===== config.mk =====
export PLATFORM = sky130hd
export DESIGN_NAME = flagged_part_record_parser_unit_flat
export DESIGN_NICKNAME = d
export VERILOG_FILES = /design/src/rtl/core/fppr_pkg.sv /design/src/rtl/core/fppr_in_if.sv /design/src/rtl/core/fppr_out_if.sv /design/src/rtl/core/flagged_part_record_parser_unit.sv /design/src/flat_wrapper.sv
export SDC_FILE = /design/constraint.sdc
export NUM_CORES = 1
export LEC_CHECK = 0
export BUFFER_PORTS_ARGS = -buffer_cell sky130_fd_sc_hd__buf_2
export CAP_MARGIN = 0
export CORE_ASPECT_RATIO = 0.8
export CORE_MARGIN = 4
export CORE_UTILIZATION = 35
export DETAILED_ROUTE_END_ITERATION = 10
export PLACE_DENSITY_LB_ADDON = 0.1
export SYNTH_ARGS = -nofsm -noshare
export SYNTH_HDL_FRONTEND = slang
export SYNTH_SLANG_ARGS = --single-unit

===== constraint.sdc =====
create_clock -name clk -period 5.6 [get_ports clk]
set_input_delay 0.84 -clock clk [delete_from_list [all_inputs] [get_ports clk]]
set_output_delay 0.84 -clock clk [all_outputs]
set_load 0.02 [all_outputs]

===== src/rtl/core/fppr_pkg.sv =====
package fppr_pkg;

	typedef logic [5:0] field_id_t;
	typedef logic [8:0] part_count_t;
	typedef logic [36:0] field_vec_t;

	localparam int NumFields = 37;

	localparam part_count_t MAX_PARTS = 9'd256;

	localparam field_id_t FIELD_INDEX        = 6'd0;
	localparam field_id_t FIELD_FLAGS        = 6'd1;
	localparam field_id_t FIELD_VERTEX_FLAGS = 6'd22;
	localparam field_id_t FIELD_BLEND_FLAGS  = 6'd28;
	localparam field_id_t FIELD_LAST         = 6'd36;

	localparam logic [7:0] BLEND_ONE_COLOR = 8'h10;
	localparam logic [7:0] CORNER_MASK     = 8'h0F;

	function automatic logic [2:0] field_size(field_id_t id);
		logic [2:0] size;
		case (id)
			6'd0, 6'd2, 6'd3, 6'd4, 6'd5, 6'd13, 6'd22,
			6'd31, 6'd32, 6'd33, 6'd35, 6'd36: size = 3'd2;
			6'd27, 6'd28: size = 3'd1;
			default: size = 3'd4;
		endcase
		return size;
	endfunction

	function automatic field_vec_t field_present(logic [30:0] flags, logic [7:0] sub);
		field_vec_t p;
		p[0]     = 1'b1;
		p[1]     = 1'b1;
		p[5:2]   = flags[6:3];
		p[12:6]  = flags[13:7];
		p[13]    = flags[14];
		p[21:14] = flags[24:17];
		p[22]    = flags[16];
		p[26:23] = sub[3:0] & {4{flags[16]}};
		p[27]    = flags[15];
		p[28]    = flags[15];
		p[29]    = flags[15] & sub[4];
		p[30]    = flags[15] & sub[4];
		p[36:31] = flags[30:25];
		return p;
	endfunction

endpackage


===== src/rtl/core/fppr_in_if.sv =====
interface fppr_in_if;
	logic       valid;
	logic       ready;
	logic [7:0] data_byte;
	logic       frame_start;

	modport source (output valid, data_byte, frame_start, input ready);
	modport sink (input valid, data_byte, frame_start, output ready);
endinterface


===== src/rtl/core/fppr_out_if.sv =====
interface fppr_out_if;
	logic                  valid;
	logic                  ready;
	fppr_pkg::field_id_t   field_id;
	logic [31:0]           field_value;
	logic [7:0]            part_number;
	logic                  part_done;
	logic                  frame_done;
	logic                  unsupported_error;

	modport source (output valid, field_id, field_value, part_number, part_done,
		frame_done, unsupported_error, input ready);
	modport sink (input valid, field_id, field_value, part_number, part_done,
		frame_done, unsupported_error, output ready);
endinterface


===== src/rtl/core/flagged_part_record_parser_unit.sv =====
// Frame part-record parser: takes one byte per beat of a frame's little-endian
// part records and returns one beat per completed field (index, flags word, then
// each present optional field), tagged with the record position and end marks.
// Throughput is one byte per cycle unless the field output stalls; a field's beat
// leaves after its last byte is accepted, through the input register, then the
// result register. The field cursor, the byte counter and the next-present-field
// priority encoder all step once per accepted byte, which sets that rate. A blend
// flag byte that asks for per-corner colors yields an error beat and the block
// drops bytes until the next frame_start, as it does once parts_per_frame records
// (at most 256) are done. Write parts_per_frame only while no beat is in flight.
module flagged_part_record_parser_unit (
	input  logic                  clk,
	input  logic                  arst_n,
	input  logic                  cfg_wr_en,
	input  fppr_pkg::part_count_t cfg_wr_data,
	fppr_in_if.sink               byte_stream,
	fppr_out_if.source            field_stream
);
	import fppr_pkg::*;

	part_count_t ppf_q;

	logic        valid_s1;
	logic [7:0]  byte_s1;
	logic        start_s1;

	logic [30:0] flags_q;
	logic [7:0]  sub_q;
	field_id_t   cursor_q;
	logic [1:0]  bif_q;
	logic [31:0] acc_q;
	part_count_t counter_q;
	logic        halted_q;

	logic        out_valid_q;
	field_id_t   id_q;
	logic [31:0] value_q;
	logic [7:0]  part_q;
	logic        pdone_q;
	logic        fdone_q;
	logic        err_q;

	logic        advance;
	logic        take_s1;
	logic [30:0] flags_b, flags_n, flags_d;
	logic [7:0]  sub_b, sub_n, sub_d;
	field_id_t   cursor_b, cursor_d, id, next_id;
	logic [1:0]  bif_b, bif_d;
	logic [31:0] acc_b, acc_new, acc_d;
	part_count_t counter_b, counter_inc, counter_d, count;
	logic        halted_b, halted_d;
	logic        active, complete, err, has_next, part_done, frame_done;
	logic [2:0]  bif_inc;
	field_vec_t  present, cand;

	assign advance = !out_valid_q || field_stream.ready;
	assign take_s1 = valid_s1 && advance;
	assign byte_stream.ready = !valid_s1 || advance;

	always_comb begin
		flags_b   = start_s1 ? '0 : flags_q;
		sub_b     = start_s1 ? '0 : sub_q;
		cursor_b  = start_s1 ? FIELD_INDEX : cursor_q;
		bif_b     = start_s1 ? '0 : bif_q;
		acc_b     = start_s1 ? '0 : acc_q;
		counter_b = start_s1 ? '0 : counter_q;
		halted_b  = start_s1 ? 1'b0 : halted_q;

		count  = (ppf_q > MAX_PARTS) ? MAX_PARTS : ppf_q;
		active = !halted_b && (counter_b < count);
		id     = (cursor_b > FIELD_LAST) ? FIELD_INDEX : cursor_b;

		acc_new  = acc_b | ({24'b0, byte_s1} << {bif_b, 3'b000});
		bif_inc  = {1'b0, bif_b} + 3'd1;
		complete = active && (bif_inc >= field_size(id));

		flags_n = (id == FIELD_FLAGS) ? acc_new[30:0] : flags_b;
		sub_n   = (id == FIELD_VERTEX_FLAGS || id == FIELD_BLEND_FLAGS) ? acc_new[7:0] : sub_b;
		err     = (id == FIELD_BLEND_FLAGS) && ((sub_n & BLEND_ONE_COLOR) == '0)
			&& ((sub_n & CORNER_MASK) != '0);

		present = field_present(flags_n, sub_n);
		for (int i = 0; i < NumFields; i++) begin
			cand[i] = present[i] && (6'(i) > id);
		end
		has_next = |cand;
		next_id  = FIELD_INDEX;
		for (int i = NumFields - 1; i >= 0; i--) begin
			if (cand[i]) begin
				next_id = 6'(i);
			end
		end

		counter_inc = counter_b + 9'd1;
		part_done   = complete && !err && !has_next;
		frame_done  = part_done && (counter_inc >= count);

		flags_d   = flags_b;
		sub_d     = sub_b;
		cursor_d  = cursor_b;
		bif_d     = bif_b;
		acc_d     = acc_b;
		counter_d = counter_b;
		halted_d  = halted_b;
		if (active && !complete) begin
			acc_d = acc_new;
			bif_d = bif_inc[1:0];
		end else if (complete) begin
			acc_d   = '0;
			bif_d   = '0;
			flags_d = flags_n;
			sub_d   = sub_n;
			if (err) begin
				halted_d = 1'b1;
			end else if (has_next) begin
				cursor_d = next_id;
			end else begin
				counter_d = counter_inc;
				flags_d   = '0;
				sub_d     = '0;
				cursor_d  = FIELD_INDEX;
			end
		end
	end

	always_ff @(posedge clk or negedge arst_n) begin
		if (!arst_n) begin
			ppf_q <= '0;
		end else if (cfg_wr_en) begin
			ppf_q <= cfg_wr_data;
		end
	end

	// input register
	always_ff @(posedge clk or negedge arst_n) begin
		if (!arst_n) begin
			valid_s1 <= 1'b0;
		end else if (byte_stream.ready) begin
			valid_s1 <= byte_stream.valid;
		end
	end

	always_ff @(posedge clk) begin
		if (byte_stream.valid && byte_stream.ready) begin
			byte_s1  <= byte_stream.data_byte;
			start_s1 <= byte_stream.frame_start;
		end
	end

	// parse state, advanced once per byte
	always_ff @(posedge clk or negedge arst_n) begin
		if (!arst_n) begin
			flags_q   <= '0;
			sub_q     <= '0;
			cursor_q  <= FIELD_INDEX;
			bif_q     <= '0;
			acc_q     <= '0;
			counter_q <= '0;
			halted_q  <= 1'b0;
		end else if (take_s1) begin
			flags_q   <= flags_d;
			sub_q     <= sub_d;
			cursor_q  <= cursor_d;
			bif_q     <= bif_d;
			acc_q     <= acc_d;
			counter_q <= counter_d;
			halted_q  <= halted_d;
		end
	end

	// result register
	always_ff @(posedge clk or negedge arst_n) begin
		if (!arst_n) begin
			out_valid_q <= 1'b0;
		end else if (advance) begin
			out_valid_q <= take_s1 && complete;
		end
	end

	always_ff @(posedge clk) begin
		if (take_s1 && complete) begin
			id_q    <= id;
			value_q <= acc_new;
			part_q  <= counter_b[7:0];
			pdone_q <= part_done;
			fdone_q <= frame_done;
			err_q   <= err;
		end
	end

	assign field_stream.valid             = out_valid_q;
	assign field_stream.field_id          = id_q;
	assign field_stream.field_value       = value_q;
	assign field_stream.part_number       = part_q;
	assign field_stream.part_done         = pdone_q;
	assign field_stream.frame_done        = fdone_q;
	assign field_stream.unsupported_error = err_q;

endmodule


===== src/flat_wrapper.sv =====
// flat-port wrapper written by rule: the top's interface ports become plain ports
module flagged_part_record_parser_unit_flat import fppr_pkg::*;
  (clk, arst_n, cfg_wr_en, cfg_wr_data, byte_stream_valid, byte_stream_data_byte, byte_stream_frame_start, byte_stream_ready, field_stream_valid, field_stream_field_id, field_stream_field_value, field_stream_part_number, field_stream_part_done, field_stream_frame_done, field_stream_unsupported_error, field_stream_ready);
  fppr_in_if byte_stream_i ();
  fppr_out_if field_stream_i ();
  input  logic clk;
  input  logic arst_n;
  input  logic cfg_wr_en;
  input  fppr_pkg::part_count_t cfg_wr_data;
  input wire logic [$bits(byte_stream_i.valid)-1:0] byte_stream_valid;
  input wire logic [$bits(byte_stream_i.data_byte)-1:0] byte_stream_data_byte;
  input wire logic [$bits(byte_stream_i.frame_start)-1:0] byte_stream_frame_start;
  output wire logic [$bits(byte_stream_i.ready)-1:0] byte_stream_ready;
  output wire logic [$bits(field_stream_i.valid)-1:0] field_stream_valid;
  output wire logic [$bits(field_stream_i.field_id)-1:0] field_stream_field_id;
  output wire logic [$bits(field_stream_i.field_value)-1:0] field_stream_field_value;
  output wire logic [$bits(field_stream_i.part_number)-1:0] field_stream_part_number;
  output wire logic [$bits(field_stream_i.part_done)-1:0] field_stream_part_done;
  output wire logic [$bits(field_stream_i.frame_done)-1:0] field_stream_frame_done;
  output wire logic [$bits(field_stream_i.unsupported_error)-1:0] field_stream_unsupported_error;
  input wire logic [$bits(field_stream_i.ready)-1:0] field_stream_ready;
  assign byte_stream_i.valid = byte_stream_valid;
  assign byte_stream_i.data_byte = byte_stream_data_byte;
  assign byte_stream_i.frame_start = byte_stream_frame_start;
  assign byte_stream_ready = byte_stream_i.ready;
  assign field_stream_valid = field_stream_i.valid;
  assign field_stream_field_id = field_stream_i.field_id;
  assign field_stream_field_value = field_stream_i.field_value;
  assign field_stream_part_number = field_stream_i.part_number;
  assign field_stream_part_done = field_stream_i.part_done;
  assign field_stream_frame_done = field_stream_i.frame_done;
  assign field_stream_unsupported_error = field_stream_i.unsupported_error;
  assign field_stream_i.ready = field_stream_ready;
  flagged_part_record_parser_unit u_core (.clk(clk), .arst_n(arst_n), .cfg_wr_en(cfg_wr_en), .cfg_wr_data(cfg_wr_data), .byte_stream(byte_stream_i), .field_stream(field_stream_i));
endmodule

==> reports/metrics.csv, run 1 <==
stage,metric,value,unit
run_status,status,"complete, no violations",
power_and_ir_drop,netSwitchingPower,2.178,mW
placement,dp_hpwl,20660,microns
floorplan,start_util,35.89,%
drt,drt_iter0_drc,692,
timing,period_needed,4.620,ns
power_and_ir_drop,p_int,2.681,mW
drt,drcViolationCount,0,
timing,slew_headroom,29.04,%
drt,drt-total-wl,29290,microns
timing,finalHoldViolCount,0,
power_and_ir_drop,pwr-share-comb,43.4,%
final_layout,layout_common_cells,"94 x dfrtp_1, 86 x nand2_1, 72 x buf_2",
global_route,grt_pass1_wl,45270,microns
global_route,grt_pass1_vias,7227,
critical_path,worstSetupEndpointType,flip-flop,
floorplan,row_count,51,
timing,setup_viol,0,
clocking,cts_setup_buffers,0,
yosys,yosysWarningCount,0,
clocking,path_clk_slew,0.07,ns
clocking,numCtsBuffers,17,
placement,dp_cells,1220,
yosys,syn_avg_cell_area,10.20,sq um
drt,vias,7439,
drt,vias_per_cell,5.942,
global_route,met2_usage,30.85,%
final_layout,nets,973,
global_route,grt_antenna_before_repair,1,
final_layout,final_area,9972,sq um
yosys,synth_cell_types,99,
global_route,grt_max_degree,82,
timing,worstMarginPinSlew,1.064,ns
final_layout,syn_to_final_growth,13.39,%
min_path,hold_path_class,in -> async,
drt,drt_first_pass_iters,5,
global_route,track_usage,21.58,%
timing,fin_worst_skew,0.01045,ns
clocking,cts_buffer_depth,2,
timing,fmax,216.5,MHz
floorplan,die-area,27740,sq um
yosys,ys_seq_area_share,46.55,%
power_and_ir_drop,clkPwrFrac,22.4,%
timing,slew_violations,0,
critical_path,startpoint_type,flip-flop,
placement,placed_area,9430,sq um
clocking,htree_levels,4,
floorplan,die_x,185.2,microns
final_layout,layout_commonest_cell,dfrtp_1,
floorplan,fp.dieH,149.8,microns
final_layout,drive_above_1_share,18.63,%
critical_path,crit_required,5.66,ns
power_and_ir_drop,total_power,4.859,mW
clocking,clkLatencyLatePin,0.44,ns
power_and_ir_drop,p_leak,4.194,nW
power_and_ir_drop,p_per_area,487.2,nW/um^2
drt,drtAntennaViolNets,0,
floorplan,ios,74,
placement,portBuffers,73,
floorplan,core_area,24500,sq um
power_and_ir_drop,ir_drop,229.5,uV
yosys,async_flop_share,61.84,%
critical_path,rr_worst_depth,14,
job,maxCapViolCount,0,
final_layout,antenna_cells,0,
critical_path,worstSetupPathType,reg -> reg,
power_and_ir_drop,seqPwrFrac,34.1,%
placement,place_congestion,0.9551,
timing,rsz0062_at_grt,false,
power_and_ir_drop,swShare,44.83,%
timing,setup_tns,0,ns
final_layout,instances_no_fill,1252,
critical_path,crit_arrival,4.68,ns
yosys,synth_fp_nets,914,
yosys,ys.flop_type,dfrtp_1,
clocking,ctsRootBufferMaster,clkbuf_16,
clocking,ctsResizeCount,0,
drt,wl_per_cell,23.39,microns
global_route,grt.met1_usage,33.04,%
final_layout,post-route-util,40.70,%
clocking,hold_buffers,0,
critical_path,path_max_fanout,50,
timing,period_share,82.49,%
clocking,cts_num_sinks,152,
yosys,synth_area,8795,sq um
global_route,overflow,0,
global_route,busiest_layer,met1,
yosys,synth-edff-count,58,
clocking,cts_tree,done,
global_route,gr-usage-met3,4.763,%
yosys,ys_ff_latch,152,
yosys,syn-instance-count,862,
==> stage by stage <==
stage                     hold slack (ns)  setup slack [ns]
after floorplan                    0.4493            0.4826
after global placement             0.4654             1.157
after detailed placement           0.4706             1.073
after CTS                          0.4178             1.040
after global routing               0.4416            0.6714
final                              0.4104            0.9803
==> cell usage after synthesis, types with 5 or more instances <==
library cell / number / area (sq um)
edfxtp_1: 58 / 1742
inv_1: 29 / 108.9
o2bb2ai_1: 5 / 43.79
nand2b_1: 10 / 62.56
clkbuf_1: 19 / 71.32
dfrtp_1: 94 / 2352
mux2i_1: 10 / 100.1
nor3_1: 15 / 75.07
o211a_1: 7 / 70.07
o31ai_1: 6 / 45.04
buf_4: 7 / 52.55
or3_1: 5 / 31.28
buf_2: 14 / 70.07
nand3_1: 13 / 65.06
a21oi_1: 42 / 210.2
a22oi_1: 14 / 105.1
o2111ai_1: 7 / 61.31
a21o_1: 5 / 37.54
ha_1: 29 / 362.9
mux2_2: 9 / 101.4
a211o_1: 5 / 43.79
xor2_1: 5 / 43.79
a211oi_1: 11 / 82.58
buf_6: 7 / 78.83
o211ai_1: 7 / 52.55
a22o_1: 37 / 324.1
o22ai_1: 9 / 56.30
nor2b_1: 23 / 143.9
a31oi_1: 13 / 81.33
o21a_1: 7 / 52.55
a32o_1: 16 / 160.2
nor4_1: 9 / 56.30
nand2_1: 86 / 322.8
o21ai_0: 55 / 275.3
nor2_1: 54 / 202.7
==> worst max-delay path: stages, from the launching register on <==
cell      delay, ns
dfrtp_1        0.67
nand2b_1       0.14
nor2_1         0.42
inv_1          0.30
ha_1           0.30
a221oi_1       0.28
a311oi_1       0.08
a211o_1        0.35
ha_1           0.29
a21o_1         0.10
a21o_1         0.21
nand3_1        0.09
nand2b_1       0.23
inv_2          0.13
buf_4          0.56
==> state kept, by name, indices dropped and copies added, names as in the netlist, 5 cells and up <==
signal	count
u_core.counter_q	9
u_core.field_stream.part_number	8
u_core.acc_q	32
u_core.field_stream.field_id	6
u_core.byte_s1	8
u_core.ppf_q	9
u_core.sub_q	5
u_core.cursor_q	6
u_core.field_stream.field_value	32
u_core.flags_q	28
==> power groups by stage <==
stage,logic [mW],registers (mW),clock network [mW]
after floorplan,1.32,1.75,0
after global placement,2.10,1.67,0
after detailed placement,2.10,1.67,0
after CTS,2.11,1.65,1.11
after global routing,2.30,1.69,1.17
final,2.11,1.66,1.09
==> cell type report <==
cell class / instances / area, sq um
Clock buffer: 17 / 425.4
Clock inverter: 15 / 116.4
Fill cell: 2461 / 14530
Inverter: 33 / 123.9
Multi-Input combinational cell: 626 / 4299
Sequential cell: 152 / 4094
Tap cell: 318 / 397.9
Timing Repair Buffer: 91 / 515.5
==> metal layers <==
metal	vias to the layer above	share of wire [%]
met5	-	0
met4	0	1.5
met3	28	6.5
met2	300	43
met1	3700	49
li1	3411	-
==> logic make-up (layout without fill, tap and decap cells) <==
logic type               Yosys count  count (layout)  synth area share (%)
XOR/XNOR                           7               7                0.6971
AND/OR/NAND/NOR                  269             269                 16.56
AO/OA/AOI/OAI                    302             302                 25.10
multiplexers                      19              19                 2.291
buffers and inverters             84             156                 4.681
adder cells (fa/ha/maj)           29              29                 4.126
flip-flops                       152             152                 46.55
==> final timing paths <==
kind,from,end,slack (ns)
setup / recovery,u_core.cursor_q[1]$_DFFE_PN0P_,u_core.field_stream.field_value[22]$_DFFE_PP_,0.98
hold / removal,arst_n,u_core.acc_q[10]$_DFFE_PN0P_,0.41
setup reg to reg,u_core.cursor_q[1]$_DFFE_PN0P_,u_core.field_stream.field_value[22]$_DFFE_PP_,0.98
hold reg to reg,u_core.flags_q[21]$_DFFE_PN0P_,u_core.flags_q[21]$_DFFE_PN0P_,0.48
max in group asynchronous,arst_n,u_core.sub_q[2]$_DFFE_PN0P_,4.02
min in group clk,u_core.flags_q[21]$_DFFE_PN0P_,u_core.flags_q[21]$_DFFE_PN0P_,0.48
No activity file was read; power rests on OpenSTA's default activity.
==> run 2, diff against run 1 <==
clock period = 4.1 ns   (was 5.6 ns; I/O delays follow)
==> reports/metrics.csv, run 2 (same netlist as run 1, synthesis figures left out) <==
stage,metric,value,unit,change
floorplan,ios,74,,unchanged
power_and_ir_drop,ir_drop,359.4,uV,was 229.5 uV
final_layout,layout_commonest_cell,dfrtp_1,,unchanged
critical_path,crit_required,4.42,ns,was 5.66 ns
drt,vias,7647,,was 7439
global_route,track_usage,21.95,%,was 21.58%
global_route,grt_pass1_vias,7289,,was 7227
critical_path,path_max_fanout,17,,was 50
timing,worstMarginPinSlew,1.159,ns,was 1.064 ns
floorplan,die_x,185.2,microns,unchanged
floorplan,row_count,51,,unchanged
clocking,path_clk_slew,0.07,ns,about the same
power_and_ir_drop,total_power,7.135,mW,was 4.859 mW
critical_path,path_buf_inv,2,,was 3
critical_path,path_cells,o31a_1 > nor2_4 > buf_4 > ha_1 > o21ai_0 > a211oi_1 > a311o_1 > o22ai_1 > nor3_2 > nand4_4 > o31a_4 > buf_12 > a32o_1,,was nand2b_1 > nor2_1 > inv_1 > ha_1 > a221oi_1 > a311oi_1 > a211o_1 > ha_1 > a21o_1 > a21o_1 > nand3_1 > nand2b_1 > inv_2 > buf_4
timing,fin_worst_skew,0.01225,ns,was 0.01045 ns
critical_path,worstSetupEndpointType,flip-flop,,unchanged
critical_path,worstSetupPathType,reg -> reg,,unchanged
drt,drt_iter0_drc,946,,was 692
power_and_ir_drop,p_leak,4.491,nW,was 4.194 nW
clocking,cts_buffer_depth,2,,unchanged
final_layout,nets,1029,,was 973
final_layout,syn_to_final_growth,20.61,%,was 13.39%
timing,setup_viol,0,,unchanged
global_route,grt_max_degree,58,,was 82
critical_path,startpoint_type,flip-flop,,unchanged
timing,period_share,96.14,%,was 82.49%
drt,vias_per_cell,5.846,,was 5.942
final_layout,nFillCells,2399,,was 2461
critical_path,crit_arrival,4.26,ns,was 4.68 ns
final_layout,final_area,10610,sq um,was 9972 sq um
timing,finalHoldViolCount,0,,unchanged
job,maxCapViolCount,0,,unchanged
timing,period_needed,3.942,ns,was 4.620 ns
critical_path,crit_family,compound AO/OA/AOI/OAI gates,,unchanged
critical_path,cpPeakStageDelay,0.48,ns,was 0.67 ns
final_layout,seq_area,4095,sq um,was 4094 sq um
critical_path,critPathSlowestCell,dfrtp_1,,unchanged
clocking,cts_num_sinks,152,,unchanged
drt,drtAntennaViolNets,0,,unchanged
clocking,clkLatencyLatePin,0.44,ns,about the same
drt,drt_first_pass_iters,7,,was 5
timing,slew_violations,0,,unchanged
placement,dp_hpwl,22180,microns,was 20660 microns
clocking,ctsRootBufferMaster,clkbuf_16,,unchanged
drt,drt-total-wl,30200,microns,was 29290 microns
drt,wl_per_cell,23.09,microns,was 23.39 microns
final_layout,antenna_cells,0,,unchanged
min_path,hold_path_class,in -> async,,unchanged
global_route,overflow,0,,unchanged
drt,drcViolationCount,0,,unchanged
placement,portBuffers,73,,unchanged
global_route,grt_pass1_wl,45790,microns,was 45270 microns
floorplan,start_util,35.89,%,unchanged
final_layout,layout_common_cells,"93 x dfrtp_1, 86 x nand2_1, 72 x buf_2",,"was 94 x dfrtp_1, 86 x nand2_1, 72 x buf_2"
placement,place_congestion,0.9590,,was 0.9551
final_layout,drive_above_1_share,25.15,%,was 18.63%
timing,fmax,253.7,MHz,was 216.5 MHz
timing,setup_tns,0,ns,unchanged
placement,placed_area,9940,sq um,was 9430 sq um
timing,slew_headroom,22.73,%,was 29.04%
timing,fin_hold_ws,0.2442,ns,was 0.4104 ns
clocking,htree_levels,4,,unchanged
clocking,cts_tree,done,,unchanged
floorplan,core_area,24500,sq um,unchanged
run_status,status,"complete, no violations",,unchanged
floorplan,fp.dieH,149.8,microns,unchanged
power_and_ir_drop,p_per_area,672.6,nW/um^2,was 487.2 nW/um^2
clocking,numCtsBuffers,17,,unchanged
final_layout,post-route-util,43.29,%,was 40.70%
floorplan,die-area,27740,sq um,unchanged
final_layout,multiInputGateArea,4417,sq um,was 4299 sq um
global_route,grt_antenna_before_repair,0,,was 1
run 2: changes by cell type in the layout (fill, tap and decap cells not counted), moves of 3 or more:
cell | previous run | this run
buf_4 | 18 | 69
nor4_2 | 1 | 4
buf_12 | 1 | 6
mux2i_1 | 10 | 7
ha_4 | 0 | 3
mux2i_2 | 0 | 3
nor4_1 | 9 | 6
ha_1 | 29 | 26
o21ai_0 | 55 | 48
o21ai_1 | 4 | 11
run 2: what timing repair did:
action,CTS,global route
setup buffers,0,4
endpoints found under the setup margin,0,45
hold buffers,0,0
gates resized for setup,0,13
run 2: worst paths after layout:
path	startpoint	endpoint	slack [ns]	depth (start not counted)
worst min-delay path	arst_n	u_core.acc_q[12]$_DFFE_PN0P_	0.24	1
max in group asynchronous	arst_n	u_core.cursor_q[4]$_DFFE_PN0P_	3.03	2
min in group clk	byte_stream_data_byte[1]	u_core.byte_s1[1]$_DFFE_PP_	0.35	1
worst min register to register	u_core.counter_q[8]$_DFFE_PN0P_	u_core.counter_q[8]$_DFFE_PN0P_	0.48	1
worst max-delay path	u_core.cursor_q[2]$_DFFE_PN0P_	u_core.flags_q[12]$_DFFE_PN0P_	0.16	13
worst max register to register	u_core.cursor_q[2]$_DFFE_PN0P_	u_core.flags_q[12]$_DFFE_PN0P_	0.16	13
run 2: layout make-up:
class                      instances  share of cell area [%]
inverter                          33                   1.227
clock buffer                      17                   4.010
clock inverter                    15                   1.356
sequential                       152                   38.61
tap                              318                   3.751
multi-input combinational        626                   41.64
timing repair buffer             147                   9.413
run 2: where the power goes:
group	internal [mW]	total (mW)	switching [mW]
Clock	0.849	1.56	0.707
Sequential	2.01	2.21	0.200
Combinational	1.17	3.37	2.20
run 2: metal layers:
metal	vias to the layer above	track usage, %	wire length (microns)
li1	3536	-	-
met5	-	0	0
met4	0	5.613	497
met3	34	4.544	2113
met2	324	30.83	12630
met1	3753	34.16	14960
run 2: worst reg2reg max path, stage by stage (launching register included):
cell      delay (ns)
dfrtp_1         0.48
o31a_1          0.39
nor2_4          0.21
buf_4           0.16
ha_1            0.28
o21ai_0         0.15
a211oi_1        0.26
a311o_1         0.26
o22ai_1         0.15
nor3_2          0.38
nand4_4         0.27
o31a_4          0.40
buf_12          0.17
a32o_1          0.27
run 2: per-stage QoR:
stage | worst slack [ns] | std cells
detailed placement | 0.1429 | 1272
CTS | 0.05731 | 1304
floorplan | -0.2270 | 862
finish | 0.1583 | 1308
global route | -0.004174 | 1308
global placement | 0.1781 | 1272
